<file path="src/hw/rtl/byte_word_slot_allocator_defines.svh">
// assertion macros for the byte/word slot allocator
`ifndef BYTE_WORD_SLOT_ALLOCATOR_DEFINES_SVH
`define BYTE_WORD_SLOT_ALLOCATOR_DEFINES_SVH

// property must hold at every clock edge outside reset
`define BWSA_ASSERT(lbl, prop, msg) \
  lbl: assert property (@(posedge clk_i) disable iff (!rst_ni) (prop)) else $error(msg);

// condition must never be true outside reset
`define BWSA_NEVER(lbl, cond, msg) \
  lbl: assert property (@(posedge clk_i) disable iff (!rst_ni) !(cond)) else $error(msg);

`endif

</file>
<file path="src/hw/rtl/bwsa_pkg.sv">
// shared types and constants of the byte/word slot allocator
`timescale 1ns / 1ps
package bwsa_pkg;

  localparam int NSLOTS = 32;
  localparam int SLOT_W = 5;                      // slot_index field width
  localparam int PTR_W  = $clog2(NSLOTS + 1);     // scan pointer, reaches NSLOTS
  localparam int ADDR_W = 16;
  localparam int CNT_W  = 6;                      // slot count register width
  localparam int CFG_W  = 16;                     // widest register

  localparam logic CFG_BASE_ADDR  = 1'b0;
  localparam logic CFG_SLOT_COUNT = 1'b1;

  typedef enum logic [1:0] {
    SLOT_FREE = 2'd0,
    SLOT_BYTE = 2'd1,
    SLOT_WORD = 2'd2
  } slot_e;

  typedef enum logic [2:0] {
    ST_OK      = 3'd0,
    ST_NOSPACE = 3'd1,
    ST_SIZE    = 3'd2,
    ST_SECOND  = 3'd3,
    ST_RANGE   = 3'd4
  } status_e;

  // table update done when a result is committed
  typedef enum logic [2:0] {
    ACT_NONE     = 3'd0,
    ACT_SET_BYTE = 3'd1,
    ACT_SET_WORD = 3'd2,
    ACT_CLR_ONE  = 3'd3,
    ACT_CLR_TWO  = 3'd4
  } act_e;

  typedef struct packed {
    logic    load_alloc;
    logic    load_rel;
    logic    step;
    logic    finish;
    act_e    act;
    status_e status;
  } cmd_t;

  typedef struct packed {
    logic  in_range;
    slot_e cur;
    logic  prev_free;
    logic  out_free;
  } sts_t;

endpackage

</file>
<file path="src/hw/rtl/byte_word_slot_allocator.sv">
// top level of the first-fit byte/word slot allocator
// allocate: result registered when a first-fit scan from slot 0 ends, one slot per scan cycle
// release: result registered after checking one slot for a byte, two slots for a word
// one request is handled at a time; next beat taken the cycle after the result
// is registered, and a stalled result beat holds the sequencer until the output drains
// reset clears the slot table to free, base address to 0 and slot count to 32
`timescale 1ns / 1ps
`include "byte_word_slot_allocator_defines.svh"
module byte_word_slot_allocator (
  input  logic        clk_i,
  input  logic        rst_ni,
  // request stream
  input  logic        s_tvalid,
  output logic        s_tready,
  input  logic [7:0]  s_tdata,   // [4:0] slot_index, [7:5] zero
  input  logic [1:0]  s_tuser,   // [0] kind, [1] want_word
  // result stream
  output logic        m_tvalid,
  input  logic        m_tready,
  output logic [23:0] m_tdata,   // [2:0] status, [7:3] granted_slot, [23:8] granted_address
  // config writes
  input  logic        cfg_we_i,
  input  logic        cfg_idx_i,
  input  logic [15:0] cfg_data_i
);
  import bwsa_pkg::*;

  cmd_t               cmd;
  sts_t               sts;
  status_e            out_status;
  logic [SLOT_W-1:0]  out_slot;
  logic [ADDR_W-1:0]  out_addr;
  logic               bad_fields;

  // sequencer: walks the table for allocate, checks one or two slots for release
  bwsa_ctrl u_ctrl (
    .clk_i       (clk_i),
    .rst_ni      (rst_ni),
    .req_valid_i (s_tvalid),
    .req_ready_o (s_tready),
    .req_kind_i  (s_tuser[0]),
    .req_word_i  (s_tuser[1]),
    .sts_i       (sts),
    .cmd_o       (cmd)
  );

  // table, pointer and result register; result register decouples the output side
  bwsa_dp u_dp (
    .clk_i        (clk_i),
    .rst_ni       (rst_ni),
    .cfg_we_i     (cfg_we_i),
    .cfg_idx_i    (cfg_idx_i),
    .cfg_data_i   (cfg_data_i),
    .req_idx_i    (s_tdata[SLOT_W-1:0]),
    .cmd_i        (cmd),
    .sts_o        (sts),
    .out_valid_o  (m_tvalid),
    .out_ready_i  (m_tready),
    .out_status_o (out_status),
    .out_slot_o   (out_slot),
    .out_addr_o   (out_addr)
  );

  assign m_tdata = {out_addr, out_slot, out_status};

  // failed beat showing a slot or an address
  assign bad_fields = m_tvalid && (out_status != ST_OK) && (out_slot != '0 || out_addr != '0);

  // a result is only committed when the output register is empty or draining
  `BWSA_NEVER(a_no_overwrite, cmd.finish && m_tvalid && !m_tready, "result overwritten")

  // failed beats carry zero slot and address
  `BWSA_NEVER(a_zero_fields, bad_fields, "nonzero fields on failed beat")

  // a table update only happens together with an ok status
  `BWSA_NEVER(a_act_ok, cmd.act != ACT_NONE && cmd.status != ST_OK, "table changed on error")

endmodule

</file>
<file path="src/hw/rtl/bwsa_dp.sv">
// slot table, scan pointer, config registers and result register
`timescale 1ns / 1ps
module bwsa_dp (
  input  logic                          clk_i,
  input  logic                          rst_ni,
  input  logic                          cfg_we_i,
  input  logic                          cfg_idx_i,
  input  logic [bwsa_pkg::CFG_W-1:0]    cfg_data_i,
  input  logic [bwsa_pkg::SLOT_W-1:0]   req_idx_i,
  input  bwsa_pkg::cmd_t                cmd_i,
  output bwsa_pkg::sts_t                sts_o,
  output logic                          out_valid_o,
  input  logic                          out_ready_i,
  output bwsa_pkg::status_e             out_status_o,
  output logic [bwsa_pkg::SLOT_W-1:0]   out_slot_o,
  output logic [bwsa_pkg::ADDR_W-1:0]   out_addr_o
);
  import bwsa_pkg::*;

  slot_e              table_q [NSLOTS];
  logic [PTR_W-1:0]   ptr_q;
  logic               prev_free_q;
  logic [ADDR_W-1:0]  base_q;
  logic [CNT_W-1:0]   count_q;
  logic               out_valid_q;
  status_e            out_status_q;
  logic [SLOT_W-1:0]  out_slot_q;
  logic [ADDR_W-1:0]  out_addr_q;

  logic [PTR_W-1:0]   limit;
  logic [SLOT_W-1:0]  cur_idx;
  logic [SLOT_W-1:0]  prv_idx;
  logic [SLOT_W-1:0]  grant_idx;
  logic               grant;
  slot_e              cur;

  assign limit = (PTR_W'(count_q) > PTR_W'(NSLOTS)) ? PTR_W'(NSLOTS) : PTR_W'(count_q);
  assign cur_idx   = ptr_q[SLOT_W-1:0];
  assign prv_idx   = cur_idx - 1'b1;
  assign cur       = table_q[cur_idx];
  assign grant     = (cmd_i.act == ACT_SET_BYTE) || (cmd_i.act == ACT_SET_WORD);
  assign grant_idx = (cmd_i.act == ACT_SET_WORD) ? prv_idx : cur_idx;

  assign sts_o.in_range  = ptr_q < limit;
  assign sts_o.cur       = cur;
  assign sts_o.prev_free = prev_free_q;
  assign sts_o.out_free  = !out_valid_q || out_ready_i;

  // config registers
  always_ff @(posedge clk_i or negedge rst_ni) begin
    if (!rst_ni) begin
      base_q  <= '0;
      count_q <= CNT_W'(32);
    end else if (cfg_we_i) begin
      case (cfg_idx_i)
        CFG_BASE_ADDR:  base_q  <= cfg_data_i[ADDR_W-1:0];
        CFG_SLOT_COUNT: count_q <= cfg_data_i[CNT_W-1:0];
        default: ;
      endcase
    end
  end

  // slot table, cleared by reset and by a slot count write
  always_ff @(posedge clk_i or negedge rst_ni) begin
    if (!rst_ni) begin
      for (int i = 0; i < NSLOTS; i++) table_q[i] <= SLOT_FREE;
    end else if (cfg_we_i && (cfg_idx_i == CFG_SLOT_COUNT)) begin
      for (int i = 0; i < NSLOTS; i++) table_q[i] <= SLOT_FREE;
    end else if (cmd_i.finish) begin
      case (cmd_i.act)
        ACT_SET_BYTE: table_q[cur_idx] <= SLOT_BYTE;
        ACT_SET_WORD: begin
          table_q[prv_idx] <= SLOT_WORD;
          table_q[cur_idx] <= SLOT_WORD;
        end
        ACT_CLR_ONE: table_q[cur_idx] <= SLOT_FREE;
        ACT_CLR_TWO: begin
          table_q[prv_idx] <= SLOT_FREE;
          table_q[cur_idx] <= SLOT_FREE;
        end
        default: ;
      endcase
    end
  end

  // scan pointer
  always_ff @(posedge clk_i or negedge rst_ni) begin
    if (!rst_ni) begin
      ptr_q       <= '0;
      prev_free_q <= 1'b0;
    end else if (cmd_i.load_alloc) begin
      ptr_q       <= '0;
      prev_free_q <= 1'b0;
    end else if (cmd_i.load_rel) begin
      ptr_q       <= PTR_W'(req_idx_i);
      prev_free_q <= 1'b0;
    end else if (cmd_i.step) begin
      ptr_q       <= ptr_q + 1'b1;
      prev_free_q <= (cur == SLOT_FREE);
    end
  end

  // result register
  always_ff @(posedge clk_i or negedge rst_ni) begin
    if (!rst_ni) begin
      out_valid_q <= 1'b0;
    end else if (cmd_i.finish) begin
      out_valid_q <= 1'b1;
    end else if (out_ready_i) begin
      out_valid_q <= 1'b0;
    end
  end

  always_ff @(posedge clk_i) begin
    if (cmd_i.finish) begin
      out_status_q <= cmd_i.status;
      out_slot_q   <= grant ? grant_idx : '0;
      out_addr_q   <= grant ? (base_q + ADDR_W'(grant_idx)) : '0;
    end
  end

  assign out_valid_o  = out_valid_q;
  assign out_status_o = out_status_q;
  assign out_slot_o   = out_slot_q;
  assign out_addr_o   = out_addr_q;

endmodule

</file>
<file path="src/hw/rtl/bwsa_ctrl.sv">
// request sequencer for allocate scans and release checks
`timescale 1ns / 1ps
module bwsa_ctrl (
  input  logic           clk_i,
  input  logic           rst_ni,
  input  logic           req_valid_i,
  output logic           req_ready_o,
  input  logic           req_kind_i,
  input  logic           req_word_i,
  input  bwsa_pkg::sts_t sts_i,
  output bwsa_pkg::cmd_t cmd_o
);
  import bwsa_pkg::*;

  typedef enum logic [1:0] {
    S_IDLE,
    S_ALLOC,
    S_REL_FIRST,
    S_REL_SECOND
  } state_e;

  state_e state_q;
  logic   word_q;
  logic   ready_q;
  logic   decide;
  slot_e  want;

  assign want = word_q ? SLOT_WORD : SLOT_BYTE;

  always_comb begin
    cmd_o        = '0;
    cmd_o.act    = ACT_NONE;
    cmd_o.status = ST_OK;
    decide       = 1'b0;
    case (state_q)
      S_IDLE: begin
        cmd_o.load_alloc = req_valid_i && !req_kind_i;
        cmd_o.load_rel   = req_valid_i && req_kind_i;
      end
      S_ALLOC: begin
        if (!sts_i.in_range) begin
          decide       = 1'b1;
          cmd_o.status = ST_NOSPACE;
        end else if (sts_i.cur == SLOT_FREE && (!word_q || sts_i.prev_free)) begin
          decide    = 1'b1;
          cmd_o.act = word_q ? ACT_SET_WORD : ACT_SET_BYTE;
        end else begin
          cmd_o.step = 1'b1;
        end
      end
      S_REL_FIRST: begin
        if (!sts_i.in_range) begin
          decide       = 1'b1;
          cmd_o.status = ST_RANGE;
        end else if (sts_i.cur != want) begin
          decide       = 1'b1;
          cmd_o.status = ST_SIZE;
        end else if (!word_q) begin
          decide    = 1'b1;
          cmd_o.act = ACT_CLR_ONE;
        end else begin
          cmd_o.step = 1'b1;
        end
      end
      S_REL_SECOND: begin
        decide = 1'b1;
        if (!sts_i.in_range) begin
          cmd_o.status = ST_RANGE;
        end else if (sts_i.cur != SLOT_WORD) begin
          cmd_o.status = ST_SECOND;
        end else begin
          cmd_o.act = ACT_CLR_TWO;
        end
      end
      default: ;
    endcase
    // hold the decision until the result register can take it
    cmd_o.finish = decide && sts_i.out_free;
    if (!cmd_o.finish) cmd_o.act = ACT_NONE;
  end

  always_ff @(posedge clk_i or negedge rst_ni) begin
    if (!rst_ni) begin
      state_q <= S_IDLE;
      word_q  <= 1'b0;
      ready_q <= 1'b1;
    end else begin
      case (state_q)
        S_IDLE: begin
          if (req_valid_i) begin
            state_q <= req_kind_i ? S_REL_FIRST : S_ALLOC;
            word_q  <= req_word_i;
            ready_q <= 1'b0;
          end
        end
        S_ALLOC: begin
          if (cmd_o.finish) begin
            state_q <= S_IDLE;
            ready_q <= 1'b1;
          end
        end
        S_REL_FIRST: begin
          if (cmd_o.finish) begin
            state_q <= S_IDLE;
            ready_q <= 1'b1;
          end else if (cmd_o.step) begin
            state_q <= S_REL_SECOND;
          end
        end
        S_REL_SECOND: begin
          if (cmd_o.finish) begin
            state_q <= S_IDLE;
            ready_q <= 1'b1;
          end
        end
        default: begin
          state_q <= S_IDLE;
          ready_q <= 1'b1;
        end
      endcase
    end
  end

  assign req_ready_o = ready_q;

endmodule
</file>
<file path="config.mk">
export PLATFORM = sky130hd
export DESIGN_NAME = byte_word_slot_allocator
export DESIGN_NICKNAME = d
export VERILOG_FILES = /design/src/hw/rtl/bwsa_pkg.sv /design/src/hw/rtl/byte_word_slot_allocator.sv /design/src/hw/rtl/bwsa_dp.sv /design/src/hw/rtl/bwsa_ctrl.sv
export VERILOG_INCLUDE_DIRS = /design/src /design/src/hw/rtl
export SDC_FILE = /design/constraint.sdc
export NUM_CORES = 1
export LEC_CHECK = 0
export BUFFER_PORTS_ARGS = -buffer_cell sky130_fd_sc_hd__buf_2
export CAP_MARGIN = 30
export CORE_ASPECT_RATIO = 1.75
export CORE_MARGIN = 2
export CORE_UTILIZATION = 60
export CTS_CLUSTER_SIZE = 8
export DETAILED_ROUTE_END_ITERATION = 8
export PLACE_DENSITY = 0.78
export SLEW_MARGIN = 20
export SYNTH_ARGS = -nofsm -noshare
export SYNTH_HDL_FRONTEND = slang
export SYNTH_SLANG_ARGS = --single-unit
</file>
<file path="constraint.sdc">
create_clock -name clk_i -period 5.2 [get_ports clk_i]
set_clock_uncertainty 0.15 [all_clocks]
set_input_delay 0.52 -clock clk_i [delete_from_list [all_inputs] [get_ports clk_i]]
set_output_delay 0.52 -clock clk_i [all_outputs]
set_load 0.02 [all_outputs]
</file>
# After elaboration in Yosys (flattened, before gate mapping)
# Cells that the tools add are included.
totals:
  ff_bits: 122
  in_bits: 32
  output_inout_bits: 26
  wordCells: 167
op_classes:
  addsub: 3
  n_lt_le_gt_ge: 6
  eq_ne: 13
  n_mux: 58
  n_bitwise: 17
  n_reduce_logical: 27
ops:
  columns: ["cell", "count"]
  rows:
  - ["case mux 64 bit (4 select lines)", 1]
  - ["bitwise AND 64 bit", 3]
  - ["two-way mux 64 bit", 2]
  - ["NOT 64 bit", 2]
  - ["bitwise AND 32 bit", 3]
  - ["NOT 32 bit", 3]
  - ["OR 32 bit", 3]
  - ["two-way mux 2 bit", 15]
  - ["two-way mux 3 bit", 9]
  - ["two-way mux 6 bit", 4]
  - ["demux 2 bit (select 5 bit)", 2]
  - ["two-way mux 1 bit", 18]
  - ["case mux 6 bit (3 select lines)", 1]
  - ["adder 16 x 5 -> 16 bit", 1]
  - ["greater-or-equal comparator 6 bit, second input constant", 2]
  - ["less-than comparator 6 x 1 -> 1 bit, second input constant", 2]
  - ["NOT 5 -> 6 bit", 2]
  - ["binary-select mux 2 bit (select 5 bit)", 1]
  - ["AND reduction 2 bit", 5]
  - ["logical AND 1 bit", 7]
  - ["adder 6 x 1 -> 6 bit, second input constant", 1]
  - ["equality test 3 x 2 -> 1 bit, second input constant", 2]
  - ["> comparator 6 bit, second input constant", 1]
  - ["less-than comparator 6 bit", 1]
  - ["other kinds (23)", 33]

# Logic depth before layout (Yosys ltp)
logic_depth:
  depth_word: 15
  depth_mapped: 19
  mapped_depth_nobuf: 18

# Cells and area by module
# Synthesis repeated with hierarchy kept, for this count alone.
unflattened:
  cells_unflattened: 859
  area_unflattened_um2: 7628.6
by_module_without_submodules:
  columns: ["module", "n_inst", "cells_per_inst", "area_each_um2", "seq_area_each_um2"]
  rows:
  - ["bwsa_dp", 1, 794, 7116.8, 3074.2]
  - ["bwsa_ctrl", 1, 65, 511.7, 101.3]

# Least setup slack after synthesis
# Ideal clock, no wire load.
synth_timing:
  path_kind: "flip-flop to flip-flop"
  from: "register u_dp.ptr_q[1]"
  to: "register u_dp.out_addr_q[13] (netlist: u_dp.out_addr_o[13]), data pin"
  setup_ns: 0.257
  arrival_ns: 3.878
  t_required_ns: 4.793
  setup_slack_ns: 0.916
  stages_incl_launch_ff: 19
  n_path_buf: 3
  period_less_slack_ns: 4.284
  cell_sequence: "dfrtp_1 > buf_6 > buf_12 > mux4_2 > mux2i_1 > nand3_1 > a41oi_2 > clkbuf_1 > nor2_1 > a21oi_1 > ha_1 > a21o_1 > a21oi_1 > o21bai_1 > a21oi_1 > nor3b_1 > nand3_1 > xor2_1 > nor2_1"
synth_between:
  elab_chain_len: 14
  elab_cells_between_ends: 29
  classes_between: "2 x add/sub; 1 x order compare; 4 x eq/ne; 17 x mux; 1 x bitwise; 4 x reduce/logical"
synth_rtl:
  columns: ["element", "line_no", "source"]
  rows:
  - ["from (decl)", "bwsa_dp.sv:21", "logic [PTR_W-1:0] ptr_q;"]
  - ["from (signal assigned)", "bwsa_dp.sv:95", "ptr_q <= PTR_W'(req_idx_i);"]
  - ["from (signal assigned)", "bwsa_dp.sv:98", "ptr_q <= ptr_q + 1'b1;"]
  - ["NOT 5 -> 6 bit (implied by the code)", "bwsa_dp.sv:40", "assign cur = table_q[cur_idx];"]
  - ["binary-select mux 2 bit (select 5 bit)", "bwsa_dp.sv:40", null]
  - ["two-way mux 2 bit (implied by the code) (2 in series)", "bwsa_dp.sv:40", null]
  - ["logical NOT 2 bit", "bwsa_ctrl.sv:44", "end else if (sts_i.cur == SLOT_FREE && (!word_q || sts_i.prev_free)) begin"]
  - ["logical AND 1 bit", "bwsa_ctrl.sv:44", null]
  - ["two-way mux 1 bit", "bwsa_ctrl.sv:44", null]
  - ["two-way mux 1 bit", "bwsa_ctrl.sv:41", "if (!sts_i.in_range) begin"]
  - ["case mux 1 bit (3 select lines)", "bwsa_ctrl.sv:35", "case (state_q)"]
  - ["logical AND 1 bit", "bwsa_ctrl.sv:78", "cmd_o.finish = decide && sts_i.out_free;"]
  - ["two-way mux 3 bit", "bwsa_ctrl.sv:79", "if (!cmd_o.finish) cmd_o.act = ACT_NONE;"]
  - ["equality test 3 x 2 -> 1 bit", "bwsa_dp.sv:42", "assign grant_idx = (cmd_i.act == ACT_SET_WORD) ? prv_idx : cur_idx;"]
  - ["two-way mux 5 bit (*)", "bwsa_dp.sv:42", null]
  - ["named net u_dp.grant_idx[1]", "bwsa_dp.sv:33", "logic [SLOT_W-1:0] grant_idx;"]
  - ["adder 16 x 5 -> 16 bit (*)", "bwsa_dp.sv:118", "out_addr_q <= grant ? (base_q + ADDR_W'(grant_idx)) : '0;"]
  - ["to (signal assigned)", "bwsa_dp.sv:118", null]
  - ["to (decl)", "bwsa_dp.sv:28", "logic [ADDR_W-1:0] out_addr_q;"]
# Mark *: on every way through the listed nets, which the timed path passes. The rest lies on a longest branch. The select of a mux whose other input is x is not followed.
# A chain may end at the register's enable or synchronous reset.

# Worst setup path after layout
layout_timing:
  from: "register u_dp.ptr_q[1]"
  to: "register u_dp.out_addr_q[15] (netlist: u_dp.out_addr_o[15]), data pin"
# Same word-level chain as after synthesis.

==> results.yml <==
status:
  run_status: "complete, but fails checks"
  failed_checks: "negative hold slack"
layout:
  fin_nets: 975
  area_growth_syn_to_layout_pct: 12.03
  filler_cell_count: 1012
  layout.cell_area.non_filler_um2: 8905
  most_frequent_standard_cell_in_the_layout_excluding_fill_and_tap_cells: "sky130_fd_sc_hd__a21oi_1"
  fin_cells: 1107
  final_layout_size_suffix_gt1_frac: 0.1741
  layout.cells.most_common_list: "sky130_fd_sc_hd__a21oi_1, sky130_fd_sc_hd__nand2_1, sky130_fd_sc_hd__dfrtp_1"
  antenna_diode_instance_count: 0
floorplan:
  coreArea_um2: 12940
  dieWidth_um: 91.01
  die-area_um2: 14220
  effective_utilization_at_floorplan: 0.6144
  floorplan.rows: 55
  ioPinCount: 58
  chipHeight_um: 156.3
synth:
  post_synth.cell_area_avg_um2: 8.941
  yosys-mux-area-fraction: 0.09035
  synth_fp_nets: 941
  synth-edff-count: 24
  synth.distinct_cells: 83
  synth_compound_area_frac: 0.2164
  synth.yosys.warnings: 0
  post_synth_and_or_nand_nor_area_fraction: 0.1853
  combinational_family_with_the_most_area_after_synthesis: "compound AO/OA/AOI/OAI gates"
  syn_area_um2: 7949
  netlist_instances: 889
  ys_dominant_reg_cell: "sky130_fd_sc_hd__dfrtp_1"
  synthAdderAreaFrac: 0.03243
  synth_xor_xnor_area_share: 0.02865
  register_bit_count_reported_by_yosys: 122
  synth_async_sr_flop_share: 0.8033
  sequential_area_share_after_synthesis: 0.3995
detailed_routing:
  remaining_drc_errors: 0
  dr_total_vias: 7756
  drtPass1Iterations: 6
  routed_via_density: 7.006
  drt_iter0_markers: 899
  drt.antenna.violating_nets: 0
  detail_route.wirelength_mm: 25.40
  route.detailed.wl_per_inst_um: 22.95
placed_design:
  hpwl_mm: 16.84
  placement.io_buffers: 54
  placed_cells_incl_taps: 1075
  place.gp.congestion: 0.9972
  dpl_cell_area_um2: 8352
clocking:
  clock-root-buffer: "sky130_fd_sc_hd__clkbuf_16"
  worst_skew_pair.late_latency_ns: 0.43
  clock_sinks: 122
  post_cts_buffers: 0
  post_cts_hold_buffer_count: 0
  cts_buffers: 17
  clock_pin_slew_on_the_worst_setup_and_hold_paths_ns: 0.06
  cts_max_path_buffers: 2
  htreeDepth: 4
  cts-resized-gates: 0
  tritoncts: "yes"
sta:
  timing.hold.ws_ns: -0.02555
  final_min_period_over_clock_period: 0.8986
  maxSlewHeadroom: 0.3212
  max_slew.worst_pin.slew_ns: 1.018
  setup_tns_ns: 0
  final-hold-violation-count: 14
  period_minus_slack_ns: 4.673
  rsz0062_at_grt: "false"
  final_max_slew_viol_count: 0
  max_clock_freq_ghz: 0.2140
  report.final.setup_viol: 0
critical_path:
  critical_path_class: "reg2reg"
  critPathMaxFanout: 30
  startpoint_type: "register"
  ff_to_ff_end: "u_dp.out_addr_o[15]"
  timing.critical_path.arrival_ns: 4.70
  ff2ff_setup_slack_ns: 0.53
  critPathCaptureType: "register"
  reg2regPathDepth: 16
  reg2reg_from: "u_dp.ptr_q[1]"
  timing.critical_path.required_ns: 5.22
flow_run:
  number_of_maximum_capacitance_constraint_violations: 0
grt:
  grt_use_total: 0.3628
  number_of_antenna_violations_at_the_first_check_in_global_routing: 0
  largest_net_degree_at_the_start_of_global_routing: 52
  grt_pass1_wl_mm: 39.96
  first_global_vias: 7835
  grt_remaining_overflow: 0
power_and_ir_drop:
  power.ir.vdd_worst_mv: 0.2839
  leakage_nw: 3.648
  pwr_density_cell_nw_per_um2: 545.0
worst_hold_path:
  holdCritPathClass: "in2async"
[sequential cells by signal, summed over array words and instances (netlist names)]
register	cells
u_dp.out_status_o	3
u_ctrl.req_ready_o	1
u_ctrl.state_q	2
u_dp.out_addr_o	16
u_dp.out_valid_o	1
u_dp.ptr_q	6
u_dp.base_q	16
u_dp.prev_free_q	1
u_dp.table_q	64
u_ctrl.word_q	1
u_dp.out_slot_o	5
u_dp.count_q	6
[cell usage after synthesis, types with 7 or more instances]
master                     instances  area (um^2)
sky130_fd_sc_hd__a21oi_1         108        540.5
sky130_fd_sc_hd__a31oi_1          13        81.33
sky130_fd_sc_hd__and3_1            7        43.79
sky130_fd_sc_hd__buf_2             9        45.04
sky130_fd_sc_hd__clkbuf_1         38        142.6
sky130_fd_sc_hd__dfrtp_1          96         2402
sky130_fd_sc_hd__edfxtp_1         24        720.7
sky130_fd_sc_hd__ha_1             19        237.7
sky130_fd_sc_hd__inv_1            22        82.58
sky130_fd_sc_hd__mux2_2           16        180.2
sky130_fd_sc_hd__mux2i_1          20        200.2
sky130_fd_sc_hd__mux4_2           13        292.8
sky130_fd_sc_hd__nand2_1         105        394.1
sky130_fd_sc_hd__nand3_1          52        260.3
sky130_fd_sc_hd__nor2_1           73        274.0
sky130_fd_sc_hd__nor2b_1          19        118.9
sky130_fd_sc_hd__nor3_1           10        50.05
sky130_fd_sc_hd__o21ai_0          65        325.3
sky130_fd_sc_hd__o21ai_1          20        100.1
sky130_fd_sc_hd__o31ai_1          12        90.09
sky130_fd_sc_hd__or3_1             8        50.05
sky130_fd_sc_hd__xnor2_1          14        122.6
sky130_fd_sc_hd__xor2_1           12        105.1
[area by class of cell]
type	count	area, um^2	area share
clock inverter	15	127.6	0.01433
multi-input combinational	683	4404	0.4946
inverter	24	90.09	0.01012
tap	171	214.0	0.02403
sequential	122	3176	0.3566
timing repair buffer	75	467.9	0.05255
clock buffer	17	425.4	0.04777
[through the flow]
step / power (mW) / worst slack (ns) / util
3_5_place_dp: 3.646 / 0.6161 / 0.6456
4_1_cts: 4.778 / 0.5950 / 0.6883
6_report: 4.853 / 0.5273 / 0.6883
5_1_grt: 5.060 / 0.3879 / 0.6883
3_3_place_gp: 3.570 / 0.7164 / 0.6456
2_1_floorplan: 2.967 / 0.9156 / -
[worst max path at each step]
stage	depth (start not counted)	to	slack, ns	startpoint
final	16	u_dp.out_addr_o[15]	0.53	u_dp.ptr_q[1]
after floorplan	18	u_dp.out_addr_o[13]	0.92	u_dp.ptr_q[1]
after detailed placement	16	u_dp.out_addr_o[15]	0.62	u_dp.ptr_q[1]
after CTS	16	u_dp.out_addr_o[15]	0.60	u_dp.ptr_q[1]
after global routing	16	u_dp.out_addr_o[15]	0.39	u_dp.ptr_q[1]
after global placement	16	u_dp.out_addr_o[15]	0.72	u_dp.ptr_q[1]
[logic make-up after synthesis]
| group | count (synthesis) |
|---|---|
| buffers and inverters | 84 |
| DFF | 122 |
| xor gates and xnor gates | 26 |
| AOI/OAI and AO/OA | 279 |
| adders and majority gates | 20 |
| and+or+nand+nor | 307 |
| muxes | 51 |
[worst max-delay path, stage by stage (launching register included)]
cell,delay (ns)
sky130_fd_sc_hd__dfrtp_1,0.38
sky130_fd_sc_hd__buf_12,0.26
sky130_fd_sc_hd__mux4_2,0.62
sky130_fd_sc_hd__mux2i_1,0.26
sky130_fd_sc_hd__nand3_1,0.20
sky130_fd_sc_hd__a41oi_2,0.44
sky130_fd_sc_hd__nor2_1,0.08
sky130_fd_sc_hd__a21oi_1,0.32
sky130_fd_sc_hd__ha_1,0.30
sky130_fd_sc_hd__a21o_1,0.17
sky130_fd_sc_hd__a21oi_1,0.23
sky130_fd_sc_hd__o21bai_1,0.13
sky130_fd_sc_hd__a21oi_1,0.34
sky130_fd_sc_hd__nor3b_1,0.15
sky130_fd_sc_hd__nand3_1,0.13
sky130_fd_sc_hd__xor2_1,0.19
sky130_fd_sc_hd__nor2_1,0.06
[where the power goes]
group	total [mW]	switching (mW)	internal [mW]
combinational	2.39	1.62	0.773
sequential	1.34	0.137	1.20
clock	1.13	0.473	0.656
[per-layer routing]
metal | routed length [um] | global-route usage | up-vias
met4 | 1817 | 0.2670 | 0
met5 | 0 | 0 | -
li1 | - | - | 3315
met3 | 2498 | 0.07174 | 192
met2 | 12790 | 0.6303 | 624
met1 | 8296 | 0.3880 | 3625
(Power assumes the default switching activity.)
